**src/design/htfr_pkg.sv**
```systemverilog
// Package for the header/trailer frame receiver: register indexes, reset
// values, configuration and result record types.
// No dependencies.
`timescale 1ns / 1ps
`default_nettype none

package htfr_pkg;

  localparam int unsigned DefaultFrameLen = 8;
  localparam int unsigned ByteW           = 8;
  localparam int unsigned StoreIndexW     = 3;
  localparam int unsigned TotalW          = 16;
  localparam int unsigned CfgIndexW       = 3;

  typedef enum logic [CfgIndexW-1:0] {
    REG_SYNC_FIRST     = 3'd0,
    REG_SYNC_SECOND    = 3'd1,
    REG_END_FIRST      = 3'd2,
    REG_END_SECOND     = 3'd3,
    REG_LINK_THRESHOLD = 3'd4
  } reg_index_t;

  localparam logic [ByteW-1:0] SyncFirstReset     = 8'hff;
  localparam logic [ByteW-1:0] SyncSecondReset    = 8'hfe;
  localparam logic [ByteW-1:0] EndFirstReset      = 8'h66;
  localparam logic [ByteW-1:0] EndSecondReset     = 8'h65;
  localparam logic [ByteW-1:0] LinkThresholdReset = 8'd10;

  typedef struct packed {
    logic [ByteW-1:0] sync_first;
    logic [ByteW-1:0] sync_second;
    logic [ByteW-1:0] end_first;
    logic [ByteW-1:0] end_second;
    logic [ByteW-1:0] link_threshold;
  } cfg_t;

  typedef struct packed {
    logic                   store_valid;
    logic [StoreIndexW-1:0] store_index;
    logic [ByteW-1:0]       store_byte;
    logic                   frame_done;
    logic                   frame_rejected;
    logic [TotalW-1:0]      frame_total;
    logic                   link_enabled;
    logic                   collecting;
  } result_t;

endpackage

`default_nettype wire

```
**src/design/header_trailer_frame_receiver_unit.sv**
```systemverilog
// Header/trailer frame receiver: top level with configuration registers,
// the frame tracking core and the result register.
// Depends on htfr_pkg and htfr_core.
//
// Usage:
//   in_valid/in_ready carry one received byte (rx_byte) per request.
//   out_valid/out_ready carry one result per input byte: store flag, index
//   and byte, frame done/rejected pulses, accepted-frame total, link flag
//   and the collecting status.
//   cfg_valid/cfg_ready write register cfg_index with cfg_data; cfg_ready is
//   always high. Indexes beyond the register list are ignored. Write only
//   while no result is outstanding.
// Timing: a result is registered and appears in the cycle after its byte is accepted.
// Throughput: one byte per cycle while results are taken. The result register is the only stage;
//   in_ready is high whenever it is empty or being drained this cycle.
// Stall: if out_ready stays low, the held result waits and in_ready drops
//   until it is taken.
// Reset: rst clears the byte history, frame state, link and frame counters,
//   drops out_valid and restores the register defaults (sync FF FE,
//   trailer 66 65, link threshold 10).
`timescale 1ns / 1ps
`default_nettype none

module header_trailer_frame_receiver_unit #(
  parameter int unsigned FRAME_LEN = htfr_pkg::DefaultFrameLen
) (
  input  wire logic                          clk,
  input  wire logic                          rst,
  input  wire logic                          in_valid,
  output      logic                          in_ready,
  input  wire logic [htfr_pkg::ByteW-1:0]    rx_byte,
  output      logic                          out_valid,
  input  wire logic                          out_ready,
  output      logic                          store_valid,
  output      logic [htfr_pkg::StoreIndexW-1:0] store_index,
  output      logic [htfr_pkg::ByteW-1:0]    store_byte,
  output      logic                          frame_done,
  output      logic                          frame_rejected,
  output      logic [htfr_pkg::TotalW-1:0]   frame_total,
  output      logic                          link_enabled,
  output      logic                          collecting,
  input  wire logic                          cfg_valid,
  output      logic                          cfg_ready,
  input  wire logic [htfr_pkg::CfgIndexW-1:0] cfg_index,
  input  wire logic [htfr_pkg::ByteW-1:0]    cfg_data
);
  import htfr_pkg::*;

  cfg_t    cfg;
  result_t core_result;
  result_t out_reg;
  logic    in_accept;

  assign cfg_ready = 1'b1;
  assign in_ready  = !out_valid || out_ready;
  assign in_accept = in_valid && in_ready;

  always_ff @(posedge clk) begin
    if (rst) begin
      cfg.sync_first     <= SyncFirstReset;
      cfg.sync_second    <= SyncSecondReset;
      cfg.end_first      <= EndFirstReset;
      cfg.end_second     <= EndSecondReset;
      cfg.link_threshold <= LinkThresholdReset;
    end else if (cfg_valid) begin
      unique case (cfg_index)
        REG_SYNC_FIRST:     cfg.sync_first     <= cfg_data;
        REG_SYNC_SECOND:    cfg.sync_second    <= cfg_data;
        REG_END_FIRST:      cfg.end_first      <= cfg_data;
        REG_END_SECOND:     cfg.end_second     <= cfg_data;
        REG_LINK_THRESHOLD: cfg.link_threshold <= cfg_data;
        default: begin
        end
      endcase
    end
  end

  htfr_core #(
    .FRAME_LEN(FRAME_LEN)
  ) u_core (
    .clk     (clk),
    .rst     (rst),
    .cfg     (cfg),
    .step    (in_accept),
    .rx_byte (rx_byte),
    .result  (core_result)
  );

  always_ff @(posedge clk) begin
    if (rst) begin
      out_valid <= 1'b0;
    end else if (in_ready) begin
      out_valid <= in_valid;
    end
  end

  always_ff @(posedge clk) begin
    if (in_accept) begin
      out_reg <= core_result;
    end
  end

  assign store_valid    = out_reg.store_valid;
  assign store_index    = out_reg.store_index;
  assign store_byte     = out_reg.store_byte;
  assign frame_done     = out_reg.frame_done;
  assign frame_rejected = out_reg.frame_rejected;
  assign frame_total    = out_reg.frame_total;
  assign link_enabled   = out_reg.link_enabled;
  assign collecting     = out_reg.collecting;

  // a frame ends either accepted or rejected, never both
  a_done_excl: assert property (@(posedge clk) disable iff (rst)
    out_valid |-> !(frame_done && frame_rejected))
    else $error("frame done and rejected together");

  // frame end only on a stored byte, and gathering stops there
  a_end_on_store: assert property (@(posedge clk) disable iff (rst)
    out_valid && (frame_done || frame_rejected) |-> store_valid && !collecting)
    else $error("frame end without store or while still collecting");

  // link flag is sticky across results
  a_link_sticky: assert property (@(posedge clk) disable iff (rst)
    out_valid && link_enabled |=> !out_valid || link_enabled)
    else $error("link flag cleared");

  // gathering status implies the byte was stored
  a_collect_store: assert property (@(posedge clk) disable iff (rst)
    out_valid && collecting |-> store_valid)
    else $error("collecting without store");

endmodule

`default_nettype wire

```
**src/design/htfr_core.sv**
```systemverilog
// Frame tracking core: byte history, sync hunt, frame position, trailer check,
// link counter and accepted-frame counter. Result is combinational per request.
// Depends on htfr_pkg.
`timescale 1ns / 1ps
`default_nettype none

module htfr_core #(
  parameter int unsigned FRAME_LEN = htfr_pkg::DefaultFrameLen
) (
  input  wire logic                    clk,
  input  wire logic                    rst,
  input  wire htfr_pkg::cfg_t          cfg,
  input  wire logic                    step,
  input  wire logic [htfr_pkg::ByteW-1:0] rx_byte,
  output htfr_pkg::result_t            result
);
  import htfr_pkg::*;

  localparam int unsigned IdxW = $clog2(FRAME_LEN + 1);
  localparam logic [IdxW-1:0] LastIdx = IdxW'(FRAME_LEN);

  logic [ByteW-1:0]  prev_byte, prev_prev_byte;
  logic [IdxW-1:0]   frame_index, frame_index_next;
  logic              in_frame, in_frame_next;
  logic              resync, resync_next;
  logic [ByteW-1:0]  link_count, link_count_next;
  logic              link_flag, link_flag_next;
  logic [TotalW-1:0] frame_counter, frame_counter_next;

  logic              sync_hit;
  logic              storing;
  logic [IdxW-1:0]   idx_inc;
  logic [IdxW+2:0]   idx_ext;

  always_comb begin
    link_count_next = link_count;
    link_flag_next  = link_flag;
    if (!link_flag) begin
      link_count_next = link_count + 8'd1;
      if (link_count_next > cfg.link_threshold) begin
        link_flag_next = 1'b1;
      end
    end
  end

  assign sync_hit = (!in_frame || resync) &&
                    (prev_byte == cfg.sync_second) && (prev_prev_byte == cfg.sync_first);

  always_comb begin
    in_frame_next      = in_frame;
    resync_next        = resync;
    frame_index_next   = frame_index;
    frame_counter_next = frame_counter;
    result             = '0;

    if (sync_hit) begin
      in_frame_next    = 1'b1;
      resync_next      = 1'b0;
      frame_index_next = '0;
    end

    storing = in_frame_next && !resync_next;
    idx_inc = frame_index_next + IdxW'(1);
    idx_ext = (IdxW + 3)'(frame_index_next);

    if (storing) begin
      result.store_valid = 1'b1;
      result.store_index = idx_ext[StoreIndexW-1:0];
      result.store_byte  = rx_byte;
      frame_index_next   = idx_inc;
      if (idx_inc >= LastIdx) begin
        frame_index_next = LastIdx;
        // trailer: last byte now, next-to-last in history
        if (rx_byte == cfg.end_second && prev_byte == cfg.end_first) begin
          frame_counter_next = frame_counter + TotalW'(1);
          in_frame_next      = 1'b0;
          result.frame_done  = 1'b1;
        end else begin
          resync_next           = 1'b1;
          result.frame_rejected = 1'b1;
        end
      end
    end

    result.frame_total  = frame_counter_next;
    result.link_enabled = link_flag_next;
    result.collecting   = in_frame_next && !resync_next;
  end

  always_ff @(posedge clk) begin
    if (rst) begin
      prev_byte      <= '0;
      prev_prev_byte <= '0;
      frame_index    <= '0;
      in_frame       <= 1'b0;
      resync         <= 1'b0;
      link_count     <= '0;
      link_flag      <= 1'b0;
      frame_counter  <= '0;
    end else if (step) begin
      prev_byte      <= rx_byte;
      prev_prev_byte <= prev_byte;
      frame_index    <= frame_index_next;
      in_frame       <= in_frame_next;
      resync         <= resync_next;
      link_count     <= link_count_next;
      link_flag      <= link_flag_next;
      frame_counter  <= frame_counter_next;
    end
  end

endmodule

`default_nettype wire

```
**config.mk**
```make
export PLATFORM = sky130hd
export DESIGN_NAME = header_trailer_frame_receiver_unit
export DESIGN_NICKNAME = d
export VERILOG_FILES = /design/src/design/htfr_pkg.sv /design/src/design/header_trailer_frame_receiver_unit.sv /design/src/design/htfr_core.sv
export SDC_FILE = /design/constraint.sdc
export NUM_CORES = 1
export LEC_CHECK = 0
export CORE_MARGIN = 2
export CORE_UTILIZATION = 45
export DETAILED_ROUTE_END_ITERATION = 10
export DONT_BUFFER_PORTS = 1
export GPL_ROUTABILITY_DRIVEN = 0
export SYNTH_ARGS = -nofsm -noshare
export SYNTH_HDL_FRONTEND = slang
export SYNTH_SLANG_ARGS = --single-unit
```
**constraint.sdc**
```tcl
create_clock -name clk -period 2.6 [get_ports clk]
set_input_delay 0.26 -clock clk [delete_from_list [all_inputs] [get_ports clk]]
set_output_delay 0.26 -clock clk [all_outputs]
set_load 0.03 [all_outputs]
```
## Word level (Yosys, flattened, before mapping)

Index checks and enable logic that the tools add are counted.

| cells by class | value |
|---|---|
| add/sub/neg operators | 3 |
| magnitude comparators | 2 |
| equal/unequal tests | 8 |
| multiplexer cells | 20 |
| bitwise gates (word level) | 1 |
| reduce and logical (&&, ||, !) cells | 20 |

Operators by type and width:

| kind | number |
|---|---|
| $mux W16 | 3 |
| $eq A8 B8 Y1 | 4 |
| $add A16 B1 Y16 const B | 1 |
| $mux W14 | 1 |
| $reduce_and A2 Y1 | 7 |
| $mux W1 | 12 |
| $mux W4 | 3 |
| $add A8 B1 Y8 const B | 1 |
| $gt A8 B8 Y1 | 1 |
| $eq A3 B2 Y1 const B | 2 |
| $logic_and A1 B1 Y1 | 6 |
| $add A4 B1 Y4 const B | 1 |
| $ge A4 B4 Y1 const B | 1 |
| $logic_not A1 Y1 | 4 |
| $eq A3 B1 Y1 const B | 1 |
| $eq A3 B3 Y1 const B | 1 |
| $logic_not A3 Y1 | 1 |
| $logic_or A1 B1 Y1 | 2 |
| $mux W2 | 1 |
| $not A1 Y1 | 1 |

| word-level totals | value |
|---|---|
| register bits after elaboration | 120 |
| input port bits | 24 |
| output and inout port bits | 35 |

## Logic depth before layout (Yosys ltp)

| depth | value |
|---|---|
| depth in word-level cells | 11 |
| gate-level depth with buffers | 10 |
| mapped depth without buffers | 10 |

## By module

From an unflattened synthesis, not the netlist that was laid out.

| unflattened totals | value |
|---|---|
| cell total of the unflattened synthesis | 567 |
| area total of the unflattened synthesis | 5670.4 um^2 |

Modules (own cells, without submodules):

| module | instances | cells each | area each (um^2) | sequential area each (um^2) |
|---|---|---|---|---|
| htfr_core | 1 | 374 | 3064.2 | 940.9 |
| header_trailer_frame_receiver_unit | 1 | 193 | 2606.2 | 1781.7 |

## Worst setup path after synthesis

Ideal clock, no wire load.

| path | value |
|---|---|
| path type | register to register |
| start point | register out_valid |
| end point | register out_reg (netlist bit collecting) (enable) |
| arrival | 2.119 ns |
| data required time | 2.191 ns |
| path slack | 0.072 ns |
| cell stages (with the launch flop) | 5 |
| buffers on the path | 1 |
| path through | dfxtp_1 -> nand2b_1 -> nand2_1 -> inv_1 -> clkbuf_1 |

| on the way | value |
|---|---|
| cells in the longest elaborated chain, start to end | 3 |

RTL lines:

| element | line | source |
|---|---|---|
| from (decl) | header_trailer_frame_receiver_unit.sv:32 | `output logic out_valid,` |
| from (signal assigned) | header_trailer_frame_receiver_unit.sv:93 | `out_valid <= in_valid;` |
| $logic_not A1 Y1 | header_trailer_frame_receiver_unit.sv:55 | `assign in_ready = !out_valid \|\| out_ready;` |
| $logic_or A1 B1 Y1 | header_trailer_frame_receiver_unit.sv:55 |  |
| via in_ready | header_trailer_frame_receiver_unit.sv:30 | `output logic in_ready,` |
| $logic_and A1 B1 Y1 | header_trailer_frame_receiver_unit.sv:56 | `assign in_accept = in_valid && in_ready;` |
| via in_accept | header_trailer_frame_receiver_unit.sv:52 | `logic in_accept;` |
| to (signal assigned) | header_trailer_frame_receiver_unit.sv:99 | `out_reg <= core_result;` |
| to (decl) | header_trailer_frame_receiver_unit.sv:51 | `result_t out_reg;` |

The timed path passes the listed nets, and every way through them passes these cells.
A chain may end at the register's enable or synchronous reset.

## Worst setup path after layout

| path | value |
|---|---|
| start point | register u_core.prev_byte[4] |
| end point | register u_core.frame_index[2] |

| on the way | value |
|---|---|
| cells in the longest elaborated chain, start to end | 8 |
| elaborated cells on any way between the ends | 12 |
| those cells by class | add/sub: 1; order compare: 1; eq/ne: 1; mux: 5; reduce/logical: 4 |

RTL lines:

| element | line | source |
|---|---|---|
| from (decl) | htfr_core.sv:22 | `logic [ByteW-1:0] prev_byte, prev_prev_byte;` |
| from (signal assigned) | htfr_core.sv:101 | `prev_byte <= rx_byte;` |
| $eq A8 B8 Y1 (*) | htfr_core.sv:47 | `(prev_byte == cfg.sync_second) && (prev_prev_byte == cfg.sync_first);` |
| $logic_and A1 B1 Y1 (*) | htfr_core.sv:46 | `assign sync_hit = (!in_frame \|\| resync) &&` |
| $logic_and A1 B1 Y1 (*) | htfr_core.sv:47 |  |
| $mux W4 (*) | htfr_core.sv:56 | `if (sync_hit) begin` |
| via u_core.idx_ext[0] | htfr_core.sv:33 | `logic [IdxW+2:0] idx_ext;` |
| $add A4 B1 Y4 (*) | htfr_core.sv:63 | `idx_inc = frame_index_next + IdxW'(1);` |
| $ge A4 B4 Y1 | htfr_core.sv:71 | `if (idx_inc >= LastIdx) begin` |
| $mux W4 (*) | htfr_core.sv:71 |  |
| $mux W4 (*) | htfr_core.sv:66 | `if (storing) begin` |
| to (signal assigned) | htfr_core.sv:103 | `frame_index <= frame_index_next;` |
| to (decl) | htfr_core.sv:23 | `logic [IdxW-1:0] frame_index, frame_index_next;` |

The timed path passes the listed nets; every way through them passes the cells marked *.

==> metrics.cfg <==
[route]
viasPerCell=5.339
drc=0
wl_per_cell_um=15.83
dr_total_vias=4074
drt_iter0_markers=193
drtAntennaViolNets=0
drt-total-wl_um=12080
dr.pass1.iters=4

[finish]
fin_cells=763
drive_above_1_share_pct=6.290
nets=642
diodes=0
syn2layout_area_growth_pct=17.20

[synth]
synthTopCellsByCount=nand2_1 (127), dfxtp_1 (88), xnor2_1 (49)
ys_types=41
ys_seq_area_share_pct=50.65
synth_cells=584
syn_area_sq_mm=0.005375
ys_ff_latch=120
synth.top_cell.area_share_pct=32.77
synth_ff_type=dfxtp_1
syn_nets=619
synth_edf_count=32
ys_warn_count=0
yosysMostFrequentCell=nand2_1
syn_avg_cell_area_sq_um=9.204
synthArstFlopShare_pct=0
synth_area_leaders=dfxtp_1 (33%), edfxtp_1 (18%), nand2_1 (8.9%)
synth_top_cell_by_area=dfxtp_1

[worst_setup_path]
cp_max_fo=7
worstSetupEndpoint=u_core.frame_index[2]
critical_path_class=reg -> reg
arrival_ns=2.73
r2r_cells=10
cp-startpoint=u_core.prev_byte[4]
rr_startpoint=u_core.prev_byte[4]
path_cells=xnor2_1, nand4_1, nor3_1, nand2_1, and2_1, ha_1, nor2_1, a21oi_1, mux2_2, o2bb2ai_1
cp-start-kind=flop
crit_slowest_cell=dfxtp_1
worstPathRequired_ns=2.95
crit_path_end_kind=flop
r2r-end=u_core.frame_index[2]
r2r_setup_slack_ns=0.22
slowest_delay_ns=0.44

[clock_tree]
cts_made_buffers=17
cts_setup_buffers=0
htreeDepth=4
clock_sinks=120
root_buffer=clkbuf_16
clk_path_buf_depth=2
clkTransAtPathRegs_ns=0.06
cts_resized=0
cts_tree=done
clkLatencyLatePin_ns=0.42
ctsHoldBuffers=18

[die]
placementRows=39
die_h_um=113.3
start_util_pct=46.68
core_sq_mm=0.01152
die_x_um=113.3
ios=59
dieArea_sq_mm=0.01283

[sta]
final.min_clock_period_ns=2.381
setup_tns_ns=0
setup_viol=0
worst_pin_slew_ns=0.5517
max_freq_ghz=0.4200
finalHoldViolCount=0
grt_setup_unrepaired=no
max_slew_margin_pct=62.88
skew_ns=0.01358
whs_ns=0.01275
min_period_over_period_pct=91.57
drv_slew=0

[placement]
port_buffers=0
dp.cells=713
dp_hpwl_um=7901

[run_status]
status=finished, final reports clean

[global_route]
grt_usage_pct=19.69
grt_pass1_wl_um=19570
grt_pass1_vias=3854
antenna_found_initial=0
grt_max_degree=85
grt_overflow=0

[flow_run]
drv_cap=0

[power_and_ir_drop]
ir_drop_v=0.0003772
power_density_mw_per_mm2=727.0
total_power_mw=4.580
cellLeakagePower_nw=2.374

[hold_path]
min_path_type=in -> reg

==> report_power, final <==
| part | switching [mW] | internal (mW) | leakage [nW] |
|---|---|---|---|
| clock network | 0.796 | 1.49 | 0.273 |
| logic | 0.135 | 0.0938 | 1.07 |
| registers | 0.0888 | 1.98 | 1.04 |
| total | 1.02 | 3.56 | 2.37 |
==> cell usage in the layout, fill, tap and decap left out, types with 4 or more instances in the layout <==
| master | netlist | routed |
|---|---|---|
| nand2_1 | 127 | 127 |
| dfxtp_1 | 88 | 88 |
| xnor2_1 | 49 | 49 |
| a21oi_1 | 46 | 46 |
| nor2_1 | 35 | 35 |
| edfxtp_1 | 32 | 32 |
| xor2_1 | 21 | 21 |
| nand3_1 | 19 | 19 |
| nand3b_1 | 19 | 19 |
| clkbuf_16 | 0 | 17 |
| dlygate4sd3_1 | 0 | 17 |
| and2_1 | 16 | 16 |
| inv_1 | 13 | 12 |
| nor2b_1 | 12 | 12 |
| nand4_1 | 11 | 11 |
| ha_1 | 11 | 11 |
| nor3_1 | 9 | 9 |
| buf_4 | 1 | 9 |
| o21ai_0 | 8 | 8 |
| a211o_1 | 7 | 7 |
| or4_1 | 5 | 5 |
| nand2b_1 | 4 | 4 |
| clkinv_1 | 1 | 4 |
| and3_1 | 4 | 4 |
| or3_1 | 4 | 4 |
| clkbuf_1 | 19 | 4 |
==> flip-flops by register name, indices dropped and copies added (netlist names) <==
name / cells
u_core.in_frame: 1
frame_rejected: 1
store_byte: 8
out_valid: 1
u_core.link_flag: 1
frame_total: 16
store_index: 3
frame_done: 1
link_enabled: 1
u_core.frame_counter: 16
u_core.resync: 1
cfg: 40
u_core.prev_byte: 8
store_valid: 1
u_core.link_count: 8
collecting: 1
u_core.prev_prev_byte: 8
u_core.frame_index: 4
==> stage by stage <==
stage                     utilization (%)  setup WS [ns]  cell area [sq um]
after detailed placement            48.02         0.2623               5530
final                               54.70         0.2192               6300
after global routing                54.70        0.01432               6300
after global placement              48.02         0.3259               5530
after CTS                           54.70         0.2321               6300
after floorplan                         -        0.07219               5375
==> area by class of cell <==
| class | instances | area [sq um] |
|---|---|---|
| Fill cell | 1020 | 5216 |
| Sequential cell | 120 | 2723 |
| Multi-Input combinational cell | 427 | 2509 |
| Clock buffer | 21 | 440.4 |
| Timing Repair Buffer | 27 | 265.3 |
| Tap cell | 143 | 178.9 |
| Clock inverter | 11 | 131.4 |
| Inverter | 14 | 52.55 |
==> worst min path at each step <==
stage / startpoint / to / cells after the start
floorplan: cfg_data[1] / cfg[25] / 1
global placement: rst / u_core.frame_counter[3] / 1
detailed placement: rst / u_core.frame_counter[3] / 1
CTS: cfg_data[0] / cfg[24] / 2
global route: rst / u_core.in_frame / 1
finish: cfg_data[0] / cfg[24] / 2
==> per-layer routing <==
metal	vias up	routed length, um	GRT usage (%)
li1	2019	-	-
met1	1931	5837	26.05
met2	100	5379	29.94
met3	24	586	5.999
met4	0	272	8.455
met5	-	0	0
==> critical path, delay by kind of cell, from the launching register on <==
kind                       cells  cell delay, ns
and+or+nand+nor                5            1.03
DFF                            1            0.44
muxes                          1            0.27
adders and majority gates      1            0.22
AOI/OAI and AO/OA              2            0.21
xor gates and xnor gates       1            0.15
==> logic make-up after synthesis <==
family                   share of synthesized area [%]
buffers and inverters                            2.677
other                                          0.06977
flip-flops                                       50.65
XOR/XNOR                                         11.41
AO/OA/AOI/OAI                                    7.845
AND/OR/NAND/NOR                                  24.21
adder cells (fa/ha/maj)                          2.560
multiplexers                                    0.5819
Note: power is estimated with default switching activity, not from simulation.
